==> config.mk <==
export PLATFORM = sky130hd
export DESIGN_NAME = unh_gram_seq
export DESIGN_NICKNAME = d
export VERILOG_FILES = /design/src/design/unh_pkg.sv /design/src/design/unh_gram_seq.sv
export SDC_FILE = /design/constraint.sdc
export NUM_CORES = 1
export LEC_CHECK = 0
export BUFFER_PORTS_ARGS = -buffer_cell sky130_fd_sc_hd__buf_4
export CAP_MARGIN = 20
export CELL_PAD_IN_SITES_DETAIL_PLACEMENT = 1
export CELL_PAD_IN_SITES_GLOBAL_PLACEMENT = 2
export CORE_ASPECT_RATIO = 1.1
export CORE_MARGIN = 2
export CORE_UTILIZATION = 33
export DETAILED_ROUTE_END_ITERATION = 8
export MAX_ROUTING_LAYER = met4
export PLACE_DENSITY_LB_ADDON = 0.1
export SLEW_MARGIN = 25
export SYNTH_ARGS = -nofsm -noshare
export SYNTH_HDL_FRONTEND = slang
export SYNTH_SLANG_ARGS = --single-unit
export TNS_END_PERCENT = 20
==> constraint.sdc <==
create_clock -name clk -period 15.6 [get_ports clk]
set_input_delay 3.9 -clock clk [delete_from_list [all_inputs] [get_ports clk]]
set_output_delay 3.9 -clock clk [all_outputs]
set_load 0.05 [all_outputs]
==> src/design/unh_pkg.sv <==
// shared types, constants and helpers for the utf-8 n-gram hasher
// used by unh_hash_cell, unh_gram_seq and utf8_ngram_hasher; no dependencies
package unh_pkg;

    // parameter defaults
    localparam int MAX_GRAM_CHARS_DEF    = 4;
    localparam int WINDOW_BYTE_DEPTH_DEF = 16;

    // fnv-1a 32-bit
    localparam logic [31:0] FNV_BASIS = 32'd2166136261;
    localparam logic [31:0] FNV_PRIME = 32'd16777619;

    // utf-8 lead byte masks and patterns
    localparam logic [7:0] MASK_1 = 8'h80;
    localparam logic [7:0] MASK_2 = 8'hE0;
    localparam logic [7:0] PAT_2  = 8'hC0;
    localparam logic [7:0] MASK_3 = 8'hF0;
    localparam logic [7:0] PAT_3  = 8'hE0;
    localparam logic [7:0] MASK_4 = 8'hF8;
    localparam logic [7:0] PAT_4  = 8'hF0;

    // per-string character count saturates here
    localparam logic [2:0] SEEN_CAP = 3'd7;

    // results one byte can cause
    localparam int MAX_RESULTS = 3;
    localparam int CNT_W       = 2;

    // gram modes
    localparam logic [1:0] MODE_FIXED = 2'd0;
    localparam logic [1:0] MODE_ALL   = 2'd1;
    localparam logic [1:0] MODE_AUTO  = 2'd2;

    // configuration register indexes
    localparam int         CFG_INDEX_W     = 1;
    localparam int         CFG_DATA_W      = 3;
    localparam logic [0:0] CFG_MODE_SELECT = 1'b0;
    localparam logic [0:0] CFG_GRAM_SIZE   = 1'b1;

    // input item
    typedef struct packed {
        logic [7:0] byte_value;
        logic       last_byte;
    } byte_item_t;

    // result item
    typedef struct packed {
        logic [31:0] hash_value;
        logic [2:0]  gram_chars;
        logic        last_of_run;
    } gram_item_t;

    // control to each cell of the hash row
    typedef struct packed {
        logic       shift;
        logic       capture;
        logic [7:0] byte_value;
    } cell_ctl_t;

    // grams requested by one accepted byte
    typedef struct packed {
        logic                             load;
        logic [CNT_W-1:0]                 cnt;
        logic [MAX_RESULTS-1:0][2:0]      k;
        logic [1:0]                       skip;
    } gram_batch_t;

    // character length given by a lead byte; stray bytes count as one
    function automatic logic [2:0] lead_len(input logic [7:0] b);
        logic [2:0] len;
        priority if ((b & MASK_1) == 8'h00) len = 3'd1;
        else if ((b & MASK_2) == PAT_2)     len = 3'd2;
        else if ((b & MASK_3) == PAT_3)     len = 3'd3;
        else if ((b & MASK_4) == PAT_4)     len = 3'd4;
        else                                len = 3'd1;
        return len;
    endfunction

endpackage

==> src/design/unh_gram_seq.sv <==
// gram sequencer: holds the grams one byte requested, reads their hashes
// from the cell row one per cycle while the output register is free and
// drives that result register; depends on unh_pkg
module unh_gram_seq
    import unh_pkg::*;
#(
    parameter int MAX_GRAM_CHARS    = MAX_GRAM_CHARS_DEF,
    parameter int WINDOW_BYTE_DEPTH = WINDOW_BYTE_DEPTH_DEF,
    localparam int IDX_W = $clog2(WINDOW_BYTE_DEPTH),
    localparam int TOT_W = $clog2(MAX_GRAM_CHARS * 4 + 1),
    localparam int SUM_W = $clog2(WINDOW_BYTE_DEPTH + MAX_GRAM_CHARS * 4 + 4)
)
(
    input  logic             clk,
    input  logic             rst_n,
    input  gram_batch_t      batch,
    input  logic [2:0]       char_len [MAX_GRAM_CHARS],
    input  logic [31:0]      rd_hash,
    output logic [IDX_W-1:0] rd_idx,
    output logic             can_load,
    output logic             gram_valid,
    input  logic             gram_ready,
    output gram_item_t       gram_data
);

    logic [CNT_W-1:0]            pend_cnt_reg;
    logic [CNT_W-1:0]            pend_cnt_next;
    logic [MAX_RESULTS-1:0][2:0] pend_k_reg;
    logic [MAX_RESULTS-1:0][2:0] pend_k_next;
    logic [1:0]                  skip_reg;
    logic [1:0]                  skip_next;
    logic                        out_valid_reg;
    logic                        out_valid_next;
    gram_item_t                  out_data_reg;
    logic                        emit;
    logic [TOT_W-1:0]            total;
    logic [SUM_W-1:0]            span;

    // byte span of the head gram, newest characters first
    always_comb
    begin
        total = '0;
        for (int i = 0; i < MAX_GRAM_CHARS; i++)
        begin
            if (i < int'(pend_k_reg[0]))
                total = total + TOT_W'(char_len[MAX_GRAM_CHARS - 1 - i]);
        end
    end

    // start position in the row; a gram longer than the row starts at the oldest cell
    always_comb
    begin
        span = SUM_W'(total) + SUM_W'(skip_reg);
        if (span >= SUM_W'(WINDOW_BYTE_DEPTH))
            rd_idx = '0;
        else
            rd_idx = IDX_W'(SUM_W'(WINDOW_BYTE_DEPTH) - span);
    end

    // move the head gram into the output register when it is free
    assign emit     = (pend_cnt_reg != '0) && (!out_valid_reg || gram_ready);
    assign can_load = (pend_cnt_reg == '0) || ((pend_cnt_reg == CNT_W'(1)) && emit);

    always_comb
    begin
        pend_cnt_next  = pend_cnt_reg;
        pend_k_next    = pend_k_reg;
        skip_next      = skip_reg;
        out_valid_next = out_valid_reg;
        if (gram_ready)
            out_valid_next = 1'b0;
        if (emit)
        begin
            out_valid_next = 1'b1;
            pend_cnt_next  = pend_cnt_reg - CNT_W'(1);
            for (int i = 0; i + 1 < MAX_RESULTS; i++)
                pend_k_next[i] = pend_k_reg[i + 1];
            pend_k_next[MAX_RESULTS - 1] = 3'd0;
        end
        if (batch.load)
        begin
            pend_cnt_next = batch.cnt;
            pend_k_next   = batch.k;
            skip_next     = batch.skip;
        end
    end

    // control state
    always_ff @(posedge clk or negedge rst_n)
    begin
        if (!rst_n)
        begin
            pend_cnt_reg  <= '0;
            out_valid_reg <= 1'b0;
        end
        else
        begin
            pend_cnt_reg  <= pend_cnt_next;
            out_valid_reg <= out_valid_next;
        end
    end

    // payload
    always_ff @(posedge clk)
    begin
        pend_k_reg <= pend_k_next;
        skip_reg   <= skip_next;
        if (emit)
        begin
            out_data_reg.hash_value  <= rd_hash;
            out_data_reg.gram_chars  <= pend_k_reg[0];
            out_data_reg.last_of_run <= (pend_cnt_reg == CNT_W'(1));
        end
    end

    assign gram_valid = out_valid_reg;
    assign gram_data  = out_data_reg;

endmodule

### After elaboration in Yosys (flattened, before gate mapping)

Index checks and enable logic that the tools add are counted.

| word-level totals | value |
|---|---|
| bits in registers | 50 |
| bits of input ports | 61 |
| output and inout port bits | 42 |
| logic and storage cells | 41 |

| operators by class | value |
|---|---|
| $add $sub $neg | 6 |
| eq/ne operators | 1 |
| multiplexer cells | 11 |
| reduce and logical (&&, ||, !) cells | 9 |
| order comparisons | 5 |

Operators by type and width:

| operator | number |
|---|---|
| $mux 9 | 2 |
| $add 5x3->5 | 3 |
| $mux 5 | 3 |
| $add 5x2->6 | 1 |
| $ge 6x5->1 const B | 1 |
| $lt 1x3->1 const A | 2 |
| $lt 2x3->1 const A | 2 |
| $reduce_bool 2->1 | 3 |
| $mux 2 | 2 |
| $mux 4 | 1 |
| $sub 1x4->4 const A | 1 |
| $mux 3 | 1 |
| $eq 2x1->1 const B | 1 |
| $logic_and 1x1->1 | 2 |
| $logic_not 2->1 | 1 |
| $logic_or 1x1->1 | 2 |
| $mux 1 | 2 |
| $sub 2x1->2 const B | 1 |
| $logic_not 1->1 | 1 |

### Depth between registers and ports, before layout

| logic depth | value |
|---|---|
| word-level depth | 11 |
| mapped depth | 25 |
| gate-level depth less buffers | 24 |

### Worst setup path before layout

Ideal clock, no wire load.

| timing | value |
|---|---|
| path kind | input to output |
| start point | input char_len[0] (netlist name) |
| end point | output rd_idx[3] |
| required time | 11700 ps |
| stages on the path | 22 |
| path buffers | 0 |
| arrival | 8408 ps |
| slack | 3292 ps |
| path through | nor2b_1 -> ha_1 -> inv_1 -> fa_1 -> o21ai_0 -> inv_1 -> fa_1 -> nor2b_1 -> o21ai_0 -> nand3_1 -> inv_1 -> fa_1 -> nand2_1 -> o21a_1 -> inv_1 -> fa_1 -> and2b_1 -> xor2_1 -> o21ai_0 -> mux2i_1 -> a31oi_1 -> o22ai_1 |

| between the ends | value |
|---|---|
| cells in the longest elaborated chain, start to end | 10 |
| elaborated cells between the ends (all ways) | 11 |
| those cells by class | add/sub (5); order compare (1); mux (5) |

RTL lines:

| what | RTL line | text |
|---|---|---|
| from (decl) | unh_gram_seq.sv:17 | `input logic [2:0] char_len [MAX_GRAM_CHARS],` |
| $mux 3 (*) | unh_gram_seq.sv:45 | `if (i < int'(pend_k_reg[0]))` |
| $add 5x3->5 | unh_gram_seq.sv:46 | `total = total + TOT_W'(char_len[MAX_GRAM_CHARS - 1 - i]);` |
| $mux 5 (*) | unh_gram_seq.sv:45 |  |
| $add 5x3->5 | unh_gram_seq.sv:46 |  |
| $mux 5 (*) | unh_gram_seq.sv:45 |  |
| $add 5x3->5 | unh_gram_seq.sv:46 |  |
| $mux 5 (*) | unh_gram_seq.sv:45 |  |
| $add 5x2->6 (*) | unh_gram_seq.sv:53 | `span = SUM_W'(total) + SUM_W'(skip_reg);` |
| $ge 6x5->1 / $sub 1x4->4 (equally long branches) | unh_gram_seq.sv:54, unh_gram_seq.sv:57 |  |
| $mux 4 (*) | unh_gram_seq.sv:54 | `if (span >= SUM_W'(WINDOW_BYTE_DEPTH))` |
| to (decl) | unh_gram_seq.sv:19 | `output logic [IDX_W-1:0] rd_idx,` |

Mark *: on every way between the ends. The rest lies on a longest branch, timed or not.

### Worst setup path after layout

Ends and elaborated chain as after synthesis.

==> qor.csv <==
metric,value,unit
status,completed,
Tot Pwr,0.6031,mW
crit path DAT,8.48,ns
die area,0.008427,mm^2
Hold Fails Final Rpt,0,
RSZ-0062 raised after global routing,false,
Placer Congestion,0.7814,
R2R cell count,5,
Synth Instances,194,
gr usage total,15.58,%
num ports,103,
"EDFF count, synth",47,
FILL cells,808,
final setup violation count,0,
"top cells by area, synth","edfxtp_1 55%, ha_1 7.4%, mux2_2 3.5%",
Highest Signal Layer,met4,
maximum vdd drop,0.00008264,V
critical path required time,11.70,ns
crit path capture type,output port,
core area,0.007473,mm^2
drt initial violations,56,
synthesized flop and latch total,50,
register area share after synthesis,58.44,%
detailed-route wire length per cell,14.91,um
CTS Buffer Depth,2,
Reg-to-Reg Start,pend_cnt_reg[0]$_DFFE_PN0P_,
dpl hpwl,4.894,mm
Startpoint Class,input port,
non-filler instance count after layout,406,
most frequent cell after synthesis,edfxtp_1,
DR pass1 iterations,4,
Syn-to-layout area delta,40.09,%
drt drc,0,
pre-CTS WS,3.217,ns
first-pass GRT wire length,9.708,mm
post-synthesis mux area share,4.329,%
Slew Limit Fails,0,
# placed instances,397,
CTS tree,done,
Hold Crit Class,reg -> reg,
WL met3,349,um
total CTS buffers,5,
Worst-Margin Slew,0.7816,ns
via/cell ratio,4.534,
DR WL met2,3.218,mm
setup ws final,3.217,ns
CP Class,in -> out,
Total Negative Setup Slacks,0,ns
clk_lat worst skew,0.30,ns
top-area cell type share of the netlist area,55.48,%
CTS Root Cell,clkbuf_8,
Synth Area in XOR/XNOR,3.296,%
leading area contributor after synthesis,edfxtp_1,
fraction of layout cells with a size suffix above 1,41.53,%
chip height,96.08,um
R2R Setup Slk,13.69,ns
initial antenna violation count,0,
post-route cell area,0.003563,mm^2
# diodes,0,
Max transition margin,47.45,%
routed vias,1841,
row count,33,
crit path from,char_len[0],
achievable frequency,80.76,MHz
final WL,6.053,mm
largest net degree at the start of global routing,40,
GR Overflow Total,0,
"Avg Cell Area, Syn",13.11,um^2
Port Buf Inserts,102,
main combinational cell family by area after synthesis,simple AND/OR/NAND/NOR gates,
Syn. warnings,0,
Synth Area in Compound Gates,9.395,%
R2R Path End,pend_k_reg[1]$_DFFE_PP_,
post-cts resize count,0,
# H-tree levels,2,
layout net count,380,
antenna-violating nets left,0,
Final Util,47.68,%
Post-CTS Setup Repair Bufs,0,
ys async rst share,6.000,%
TritonCTS Sinks,50,
Initial Utilization,34.04,%
Worst-path clk slew,0.09,ns
Worst Setup EP,rd_idx[3],
simple-gate portion of the synthesized area,10.72,%
WL met1,2.424,mm
Setup Skew,0.008857,ns
Synth cell types,43,
max reg flops,36,
LEAKAGE,1.585,nW
vias in the first global route,1962,
max_cap viols,0,
Syn Nets,274,
P per Cell Area,169.3,mW/mm^2
placed cell areas,0.003432,mm^2
Hold WS,0.5607,ns
CP Max Fanout,4,
worst hold path cell count,2,
chip width,87.71,um
Final period util,79.38,%
Adder-Cell Fraction of Synth Area,10.53,%
Tmin final,12.38,ns
most instantiated cells after synthesis,"47 x edfxtp_1, 18 x inv_1, 15 x ha_1, 15 x nand2_1",
top_reg_cell synth,edfxtp_1,
Mapped Area,0.002544,mm^2
Hold Buf Count CTS,0,
## logic make-up (layout without fill, tap and decap cells)
group / Yosys count / after routing
AND/OR/NAND/NOR: 52 / 52
flip-flops: 50 / 50
AO/OA/AOI/OAI: 33 / 33
buffers and inverters: 22 / 129
adder cells (fa/ha/maj): 19 / 19
multiplexers: 10 / 10
XOR/XNOR: 8 / 8
## critical path: stages
cell     delay (ns)
buf_4          0.11
nor2b_1        0.12
ha_1           0.21
inv_1          0.07
fa_1           0.44
o21ai_0        0.26
inv_1          0.09
fa_1           0.52
nor2b_1        0.05
o21ai_0        0.16
nand3_1        0.14
inv_1          0.10
fa_1           0.42
nand2_1        0.08
o21a_1         0.15
inv_1          0.06
fa_1           0.56
and2b_1        0.21
xor2_1         0.14
o21ai_0        0.08
mux2i_1        0.16
a31oi_1        0.06
o22ai_1        0.15
buf_4          0.22
## metal layers
metal,vias to the layer above,GRT usage [%]
li1,910,-
met4,0,3.077
met1,881,17.23
met2,46,27.90
met5,-,-
met3,4,4.631
## worst min-delay path by stage
stage	endpoint	startpoint	slack, ns
2_1_floorplan	gram_data[3]$_DFFE_PP_	pend_k_reg[2]$_DFFE_PP_	0.43
3_3_place_gp	pend_k_reg[0]$_DFFE_PP_	pend_k_reg[3]$_DFFE_PP_	0.53
3_5_place_dp	pend_k_reg[1]$_DFFE_PP_	pend_k_reg[4]$_DFFE_PP_	0.54
4_1_cts	gram_valid$_DFFE_PN0P_	gram_valid$_DFFE_PN0P_	0.56
5_1_grt	pend_k_reg[1]$_DFFE_PP_	pend_k_reg[4]$_DFFE_PP_	0.60
6_report	gram_valid$_DFFE_PN0P_	gram_valid$_DFFE_PN0P_	0.56
## placed cells by master (no fill, tap or decap), drive strengths merged, types with 4 or more instances in the layout
master and instances:
a21o 4, a21oi 6, and2 4, buf 103, clkbuf 5, edfxtp 47, fa 4, ha 15
inv 19, mux2 8, nand2 15, nand3 6, nor2 6, nor2b 7, o21ai 9, xor2 4
## layout make-up
| type | instances | area, um^2 | share of cell area (%) |
|---|---|---|---|
| sequential | 50 | 1486 | 41.71 |
| multi-input combinational | 122 | 980.9 | 27.53 |
| timing repair buffer | 103 | 785.8 | 22.05 |
| tap | 105 | 131.4 | 3.687 |
| clock buffer | 5 | 68.82 | 1.931 |
| inverter | 18 | 67.56 | 1.896 |
| clock inverter | 3 | 42.54 | 1.194 |
## report_power, final
part | leakage (nW) | switching (mW) | internal, mW
Combinational | 1.03 | 0.207 | 0.117
Sequential | 0.494 | 0.0114 | 0.175
Clock | 0.0562 | 0.0441 | 0.0479
Total | 1.58 | 0.263 | 0.340
No activity file was read; power rests on OpenSTA's default activity.
