`config.mk`:
```
export PLATFORM = sky130hd
export DESIGN_NAME = unh_hash_cell
export DESIGN_NICKNAME = d
export VERILOG_FILES = /design/src/design/unh_pkg.sv /design/src/design/unh_hash_cell.sv
export SDC_FILE = /design/constraint.sdc
export NUM_CORES = 1
export LEC_CHECK = 0
export ABC_AREA = 1
export BUFFER_PORTS_ARGS = -buffer_cell sky130_fd_sc_hd__buf_4
export CAP_MARGIN = 40
export CORE_AREA = 2 2 124 126
export DETAILED_ROUTE_END_ITERATION = 10
export DIE_AREA = 0 0 126 128
export PLACE_DENSITY = 0.83
export SYNTH_ARGS = -nofsm -noshare
export SYNTH_HDL_FRONTEND = slang
export SYNTH_SLANG_ARGS = --single-unit
```
`constraint.sdc`:
```
create_clock -name clk -period 7.09 [get_ports clk]
set_input_delay 0.3545 -clock clk [delete_from_list [all_inputs] [get_ports clk]]
set_output_delay 0.3545 -clock clk [all_outputs]
set_load 0.05 [all_outputs]
```
`src/design/unh_pkg.sv`:
```
// shared types, constants and helpers for the utf-8 n-gram hasher
// used by unh_hash_cell, unh_gram_seq and utf8_ngram_hasher; no dependencies
package unh_pkg;

    // parameter defaults
    localparam int MAX_GRAM_CHARS_DEF    = 4;
    localparam int WINDOW_BYTE_DEPTH_DEF = 16;

    // fnv-1a 32-bit
    localparam logic [31:0] FNV_BASIS = 32'd2166136261;
    localparam logic [31:0] FNV_PRIME = 32'd16777619;

    // utf-8 lead byte masks and patterns
    localparam logic [7:0] MASK_1 = 8'h80;
    localparam logic [7:0] MASK_2 = 8'hE0;
    localparam logic [7:0] PAT_2  = 8'hC0;
    localparam logic [7:0] MASK_3 = 8'hF0;
    localparam logic [7:0] PAT_3  = 8'hE0;
    localparam logic [7:0] MASK_4 = 8'hF8;
    localparam logic [7:0] PAT_4  = 8'hF0;

    // per-string character count saturates here
    localparam logic [2:0] SEEN_CAP = 3'd7;

    // results one byte can cause
    localparam int MAX_RESULTS = 3;
    localparam int CNT_W       = 2;

    // gram modes
    localparam logic [1:0] MODE_FIXED = 2'd0;
    localparam logic [1:0] MODE_ALL   = 2'd1;
    localparam logic [1:0] MODE_AUTO  = 2'd2;

    // configuration register indexes
    localparam int         CFG_INDEX_W     = 1;
    localparam int         CFG_DATA_W      = 3;
    localparam logic [0:0] CFG_MODE_SELECT = 1'b0;
    localparam logic [0:0] CFG_GRAM_SIZE   = 1'b1;

    // input item
    typedef struct packed {
        logic [7:0] byte_value;
        logic       last_byte;
    } byte_item_t;

    // result item
    typedef struct packed {
        logic [31:0] hash_value;
        logic [2:0]  gram_chars;
        logic        last_of_run;
    } gram_item_t;

    // control to each cell of the hash row
    typedef struct packed {
        logic       shift;
        logic       capture;
        logic [7:0] byte_value;
    } cell_ctl_t;

    // grams requested by one accepted byte
    typedef struct packed {
        logic                             load;
        logic [CNT_W-1:0]                 cnt;
        logic [MAX_RESULTS-1:0][2:0]      k;
        logic [1:0]                       skip;
    } gram_batch_t;

    // character length given by a lead byte; stray bytes count as one
    function automatic logic [2:0] lead_len(input logic [7:0] b);
        logic [2:0] len;
        priority if ((b & MASK_1) == 8'h00) len = 3'd1;
        else if ((b & MASK_2) == PAT_2)     len = 3'd2;
        else if ((b & MASK_3) == PAT_3)     len = 3'd3;
        else if ((b & MASK_4) == PAT_4)     len = 3'd4;
        else                                len = 3'd1;
        return len;
    endfunction

endpackage

```
`src/design/unh_hash_cell.sv`:
```
// one cell of the hash row: running fnv-1a hash from its window position
// to the newest byte, and a copy frozen at the last completed character
// depends on unh_pkg
module unh_hash_cell
    import unh_pkg::*;
(
    input  logic        clk,
    input  cell_ctl_t   ctl,
    input  logic [31:0] h_in,
    input  logic [31:0] g_in,
    output logic [31:0] h_out,
    output logic [31:0] g_out
);

    logic [31:0] h_reg;
    logic [31:0] h_next;
    logic [31:0] g_reg;
    logic [31:0] g_next;

    // fold the new byte into the neighbor's hash
    always_comb
    begin
        h_next = (h_in ^ {24'd0, ctl.byte_value}) * FNV_PRIME;
        g_next = ctl.capture ? h_next : g_in;
    end

    // payload only, no reset
    always_ff @(posedge clk)
    begin
        if (ctl.shift)
        begin
            h_reg <= h_next;
            g_reg <= g_next;
        end
    end

    assign h_out = h_reg;
    assign g_out = g_reg;

endmodule

```
* After elaboration in Yosys (flattened, before gate mapping)
Cells that the tools add are included.
** Storage, ports and cells
- Word-level logic and storage cells :: 5
- Input bits :: 75
- Register bits :: 64
- Output and inout bits :: 64
** Operators by class
- $mul :: 1
- Bitwise logic cells :: 1
- Mux-type cells :: 1
** Operator list (number)
- multiplier 32 x 25 -> 32 bit, second input constant :: 1
- two-way mux 32 bit :: 1
- bitwise XOR 32 x 8 -> 32 bit :: 1

* Longest topological paths before layout
Gate-level depths: netlist of run 1.
- Depth after elaboration :: 3
- Gate-level depth with buffers :: 26
- Gate-level depth less buffers :: 26

* Worst setup path after synthesis of run 1
No wires, ideal clock.
- Path kind :: input to register
- From :: input h_in[19]
- To :: register h_reg[29], in the netlist h_out[29] (data pin)
- Slack :: 2.472 ns
- Data arrival time :: 4.363 ns
- Setup time :: 0.255 ns
- Buffers on the path :: 0
- Cell stages on the path :: 22
- Data required time :: 6.835 ns
- Cell sequence :: ha_1 ha_1 inv_1 fa_1 inv_1 ha_1 inv_1 fa_1 inv_1 fa_1 inv_1 fa_1 inv_1 ha_1 nand2_1 nor2_1 nand2_1 nor4_1 nand2_1 nand2_1 nand2_1 and2_1
** On the way
- Longest elaborated chain between the ends :: 2
** RTL lines
- start: declaration :: line unh_hash_cell.sv:9 : input logic [31:0] h_in,
- bitwise XOR 32 x 8 -> 32 bit :: line unh_hash_cell.sv:23 : h_next = (h_in ^ {24'd0, ctl.byte_value}) * FNV_PRIME;
- multiplier 32 x 25 -> 32 bit :: line unh_hash_cell.sv:23
- named net h_next[29] :: line unh_hash_cell.sv:16 : logic [31:0] h_next;
- end signal: assignment :: line unh_hash_cell.sv:32 : h_reg <= h_next;
- end: declaration :: line unh_hash_cell.sv:15 : logic [31:0] h_reg;
The timed path passes the listed nets, and every way through them passes these cells.
A chain may end at the register's enable or synchronous reset.

* Final worst setup path of run 1
- From :: input h_in[20]
- To :: register h_reg[29], in the netlist h_out[29] (data pin)
Same word-level chain as after synthesis.

==> results.md, run 1 <==
* Setup Crit Path Kind: input pin to flip-flop
* First-pass GRT wire length at 34,600 um
* GP Congestion at 0.967
* Fin crit share at 0.708
* Worst hold path type: input pin to flip-flop
* CTS resizes at 0
* Rel. slew slack at 0.468
* Layout cells sized above 1 at 0.171
* Largest net degree at the start of global routing at 65
* Hold Violations, Final at 0
* Synthesized instance count at 984
* Die width at 126 um
* Number of synthesized register bits at 64
* Remaining global-route overflow at 0
* Seq/Total Area, Yosys at 0.221
* Max incr delay on CP at 0.54 ns
* DRT Pass-1 Iters at 4
* Synth top area cells: ha_1 26%, edfxtp_1 22%, fa_1 17%, inv_1 10%, nand2_1 8.8%
* Via/cell ratio at 5.21
* Setup TNS at 0 ns
* Io pins at 139
* Synth-to-layout area growth at 18.0%
* Starting Density at 0.586
* CP Capture Type: flip-flop
* DRT iter0 DRCs at 294
* IO buf count at 138
* Worst Max-Slew Pin Slew at 0.798 ns
* Reg clk slew, reported paths at 0.05 ns
* Drc violations at 0
* Critical Path RT at 7.17 ns
* Post-synth top area share at 0.264
* CP Cell Sequence: buf_4 > ha_1 > ha_1 > inv_1 > fa_1 > inv_1 > ha_1 > ha_1 > fa_1 > inv_1 > fa_1 > inv_1 > ha_1 > inv_1 > o21ai_0 > a31oi_1 > nand2_1 > a21oi_1 > nand3b_1 > and2_1
* Cts bufs inserted at 9
* Outcome: finished clean
* Rows at 45
* Yosys cell types at 38
* Avg Cell Area, Syn at 8.85 sq um
* Routed wire length at 20,700 um
* GRT Util Overall at 0.270
* Clock root buffer master: clkbuf_16
* Fmax at 199 MHz
* Mapped Nets at 1,317
* WL per Instance at 15.6 um
* RSZ-0062 raised after global routing: no
* Final #Nets at 1,461
* Vias in the first global route at 7,361
* Initial antenna violation count at 0
* Num Clock Sinks at 64
* Synth area leader: ha_1
* Core Area at 14,900 sq um
* H-tree depth at 3
* TritonCTS clock tree: yes
* Clock buffer depth at 2
* Period minus WS final at 5.02 ns
* Die footprint at 16,100 sq um
* Post-Syn Area at 8710 sq um
* Die Y at 128 um
* Crit path DAT at 5.10 ns
* Count of endpoints failing setup in the final report at 0
* Diodes inserted at 0
* Kind of start point of the critical path: input pin
* FILL cells at 1,198
* Worst path slowest cell: fa_1
* Routed Antenna Nets at 0
* Max Fanout on Critical Path at 6
* Ys Warns at 0
* Hpwl dp at 17,900 um
* Post-CTS Hold Fix Bufs at 0
* Max cap viols at 0
* Post-CTS Setup Inserts at 0
* Slew Limit Fails at 0
* Routed via count at 6,883
## sequential cells by signal, summed over array words and instances, names as in the netlist
signal	count
h_out	32
g_out	32
## worst max-delay path: cells and delay by family
family                   cells  cell delay, ns
adder cells (fa/ha/maj)      8            3.30
AO/OA/AOI/OAI                3            0.54
buffers and inverters        6            0.49
AND/OR/NAND/NOR              3            0.40
## path summary, 6_finish.rpt
path / startpoint / to / slack [ns] / depth (start not counted)
worst max-delay path: h_in[20] / h_out[29] / 2.07 / 20
worst min-delay path: g_in[3] / g_out[3] / 0.29 / 3
## Yosys cell counts
master	n
xor2_1	26
nand4_1	7
a21oi_4	1
fa_1	74
a21o_1	1
nor3_4	1
buf_2	2
nand3_1	39
ha_1	184
inv_1	234
nand3_2	3
nand2_2	14
nor2_1	32
nor4_1	1
xnor2_1	5
nand2_1	205
nor2_2	4
nor3_2	1
and2_1	7
a21oi_2	5
or2_2	1
inv_2	2
nand3_4	1
clkbuf_1	5
nand3b_1	2
o21ai_0	11
nor2_4	2
o21ai_1	5
a21oi_1	30
a31o_2	1
edfxtp_1	64
a31oi_1	1
o211ai_2	1
and2_4	2
or2_1	2
a21boi_0	1
nor3_1	4
o21bai_1	3
## logic make-up (layout without fill, tap and decap cells)
family,Yosys count,after routing,synth area share
buf+inv,243,392,0.105
fa+ha+maj,258,258,0.435
compound gates,60,60,0.0408
flops,64,64,0.221
xor+xnor,31,31,0.0312
simple gates,328,328,0.168
## metrics by stage
step | util | cell area, sq um | instances | hold slack, ns | worst slack [ns]
after floorplan | - | 8710 | 984 | 0.467 | 2.47
after global placement | 0.670 | 9960 | 1304 | 0.619 | 1.79
after detailed placement | 0.672 | 9980 | 1305 | 0.627 | 1.74
after CTS | 0.691 | 10300 | 1321 | 0.279 | 2.08
after global routing | 0.691 | 10300 | 1321 | 0.290 | 1.74
final | 0.691 | 10300 | 1321 | 0.289 | 2.07
## placed cells by master, fill, tap and decap left out, types with 7 or more instances in the layout
cell type  count
clkbuf_16      9
nand3_1       39
buf_4        139
edfxtp_1      64
nand4_1        7
fa_1          74
nor2_1        32
ha_1         184
inv_1        234
a21oi_1       30
and2_1         7
nand2_1      205
nand2_2       14
o21ai_0       11
xor2_1        26
## final cells by class
type / count / area [sq um] / area share
inverter: 236 / 886 / 0.0862
timing repair buffer: 140 / 1070 / 0.104
clock buffer: 10 / 229 / 0.0223
multi-input combinational: 677 / 5870 / 0.571
sequential: 64 / 1920 / 0.187
tap: 188 / 235 / 0.0229
clock inverter: 6 / 60.1 / 0.00585
## per-layer routing
layer  up-vias  GRT usage  part of all wire
li1       3397          -                 -
met1      3258      0.330              0.42
met2       181      0.487              0.50
met3        47     0.0492             0.054
met4         0     0.0866             0.028
met5         -          0                 0
Power of run 1 is left out: the tool's default activity adds up to more than one toggle a clock period on the data nets, which glitch-free logic cannot reach.
==> run 2, diff against run 1 <==
Settings changed: CORE_AREA 2 2 124 126 to 2 2 125 127, DIE_AREA 0 0 126 128 to 0 0 127 129, PLACE_DENSITY 0.83 to 0.82.
Clock period 7.09 ns to 4.9 ns, I/O delays scaled along.
==> results.md, run 2 (same netlist as run 1, synthesis figures left out) <==
* RSZ-0062 raised after global routing: no
* Post-CTS Setup Inserts at 0 (unchanged)
* Max Fanout on Critical Path at 5 (-1)
* Via/cell ratio at 5.10 (-2.1%)
* Die footprint at 16,400 sq um (+1.6%)
* Rows at 45 (unchanged)
* Final Cell Area at 10,800 sq um (+4.9%)
* Cell depth of the worst hold path at 3 (unchanged)
* Met1 Track Usage GR at 0.317 (-0.0128)
* GRT Util Overall at 0.269 (-0.00138)
* Worst hold path type: input pin to flip-flop
* Routed via count at 7,035 (+2.2%)
* Initial antenna violation count at 1 (+1)
* Period minus WS final at 4.63 ns
* Remaining global-route overflow at 0 (unchanged)
* Hpwl dp at 18,200 um (+1.7%)
* Setup Crit Path Kind: input pin to flip-flop
* Num Clock Sinks at 64 (unchanged)
* Diodes inserted at 0 (unchanged)
* Die Y at 129 um (+0.78%)
* Core Area at 15,000 sq um (+0.76%)
* Vias in the first global route at 7,420 (+0.80%)
* Clock root buffer master: clkbuf_16
* Kind of start point of the critical path: input pin
* DRT Pass-1 Iters at 5 (+1)
* CP Cell Sequence: buf_4 > xor2_1 > buf_4 > buf_4 > ha_1 > ha_1 > fa_1 > ha_1 > fa_1 > ha_1 > inv_1 > fa_1 > inv_1 > ha_1 > nand2_1 > nor2_1 > nor2_1 > nand3_1 > nand3_1 > nand4_1 > nand3_1 > nand2_1
* GR Layer Usage met2 at 0.512 (+0.0256)
* Critical Path RT at 4.98 ns (-2.19 ns)
* Fin crit share at 0.945
* Cts bufs inserted at 9 (unchanged)
* Count of endpoints failing setup in the final report at 0 (unchanged)
* IO buf count at 138 (unchanged)
* First-pass GRT wire length at 34,500 um (-0.30%)
* DP Area at 10,400 sq um (+4.4%)
* Starting Density at 0.581 (-0.00440)
* Max cap viols at 0 (unchanged)
* Routed Antenna Nets at 0 (unchanged)
* GR peak layer: met2
* Slew Limit Fails at 0 (unchanged)
* Largest net degree at the start of global routing at 65 (unchanged)
* DRT iter0 DRCs at 352 (+20%)
* WL per Instance at 15.2 um (-3.1%)
* Rel. slew slack at 0.459 (-0.00854)
* CP Capture Type: flip-flop
* Synth-to-layout area growth at 23.8%
* Final #Nets at 1,520 (+4.0%)
* Routed wire length at 20,900 um (+1.1%)
* TritonCTS clock tree: yes
* Max incr delay on CP at 0.53 ns (about the same)
* Outcome: finished clean
* H-tree depth at 3 (unchanged)
* Layout cells sized above 1 at 0.219 (+0.0479)
* Drc violations at 0 (unchanged)
* Clock buffer depth at 2 (unchanged)
* Fmax at 216 MHz
* Most used cell, CP: ha_1
* Reg clk slew, reported paths at 0.05 ns (about the same)
* Worst path slowest cell: fa_1
* Die width at 127 um (+0.79%)
* Worst Max-Slew Pin Slew at 0.811 ns (+0.0128 ns)
* Io pins at 139 (unchanged)
* Most frequent cells in the layout: 234 x inv_1, 202 x nand2_1, 198 x buf_4
* Met3 usage at 0.0424 (-0.00684)
* Most common cell after layout, fill and taps aside: inv_1
* FILL cells at 1,148 (-4.2%)
* Crit path DAT at 4.71 ns (-0.39 ns)
* Hold Violations, Final at 0 (unchanged)
* GP Congestion at 0.965 (-0.27%)
==> run 2: changes by cell type in the layout (fill, tap and decap cells not counted), sizes merged <==
| cell | previous run | this run |
|---|---|---|
| bufinv | 1 | 2 |
| clkinvlp | 2 | 0 |
| buf | 140 | 199 |
==> run 2: layout make-up <==
cell class / count / area, sq um / share of cell area
Clock buffer: 10 / 229 / 0.0212
Clock inverter: 5 / 72.6 / 0.00673
Inverter: 236 / 886 / 0.0822
Multi-Input combinational cell: 677 / 5920 / 0.549
Sequential cell: 64 / 1920 / 0.178
Tap cell: 188 / 235 / 0.0218
Timing Repair Buffer: 199 / 1510 / 0.140
==> run 2: metal layers <==
layer  share of wire  vias up  routed length [um]
li1                -     3516                   -
met1            0.43     3315                8960
met2            0.51      161               10700
met3           0.039       41                 822
met4           0.019        2                 395
met5         0.00062        -                  13
==> run 2: what timing repair did <==
item | in CTS | in global routing
resized for setup | 0 | 13
hold buffers | 0 | 0
setup endpoints to repair | 0 | 14
==> run 2: critical path, delay by kind of cell <==
| family | cells | cell delay, ns |
|---|---|---|
| fa+ha+maj | 8 | 2.68 |
| simple gates | 8 | 1.11 |
| buf+inv | 5 | 0.53 |
| xor+xnor | 1 | 0.15 |
==> run 2: metrics by stage <==
step           setup WS [ns]  hold slack [ns]  setup TNS [ns]  instances  utilization
2_1_floorplan          0.392            0.357               0        984            -
3_3_place_gp          -0.113            0.509          -0.308       1363        0.694
3_5_place_dp          -0.165            0.513           -1.46       1364        0.696
4_1_cts                0.158            0.176               0       1379        0.716
5_1_grt              0.00653            0.186               0       1379        0.720
6_report               0.267            0.180               0       1379        0.720
==> run 2: final timing paths <==
kind                    start        end  slack, ns
worst max-delay path   ctl[1]  g_out[28]       0.27
worst min-delay path  g_in[3]   g_out[3]       0.18
Power of run 2 is left out for the same reason.
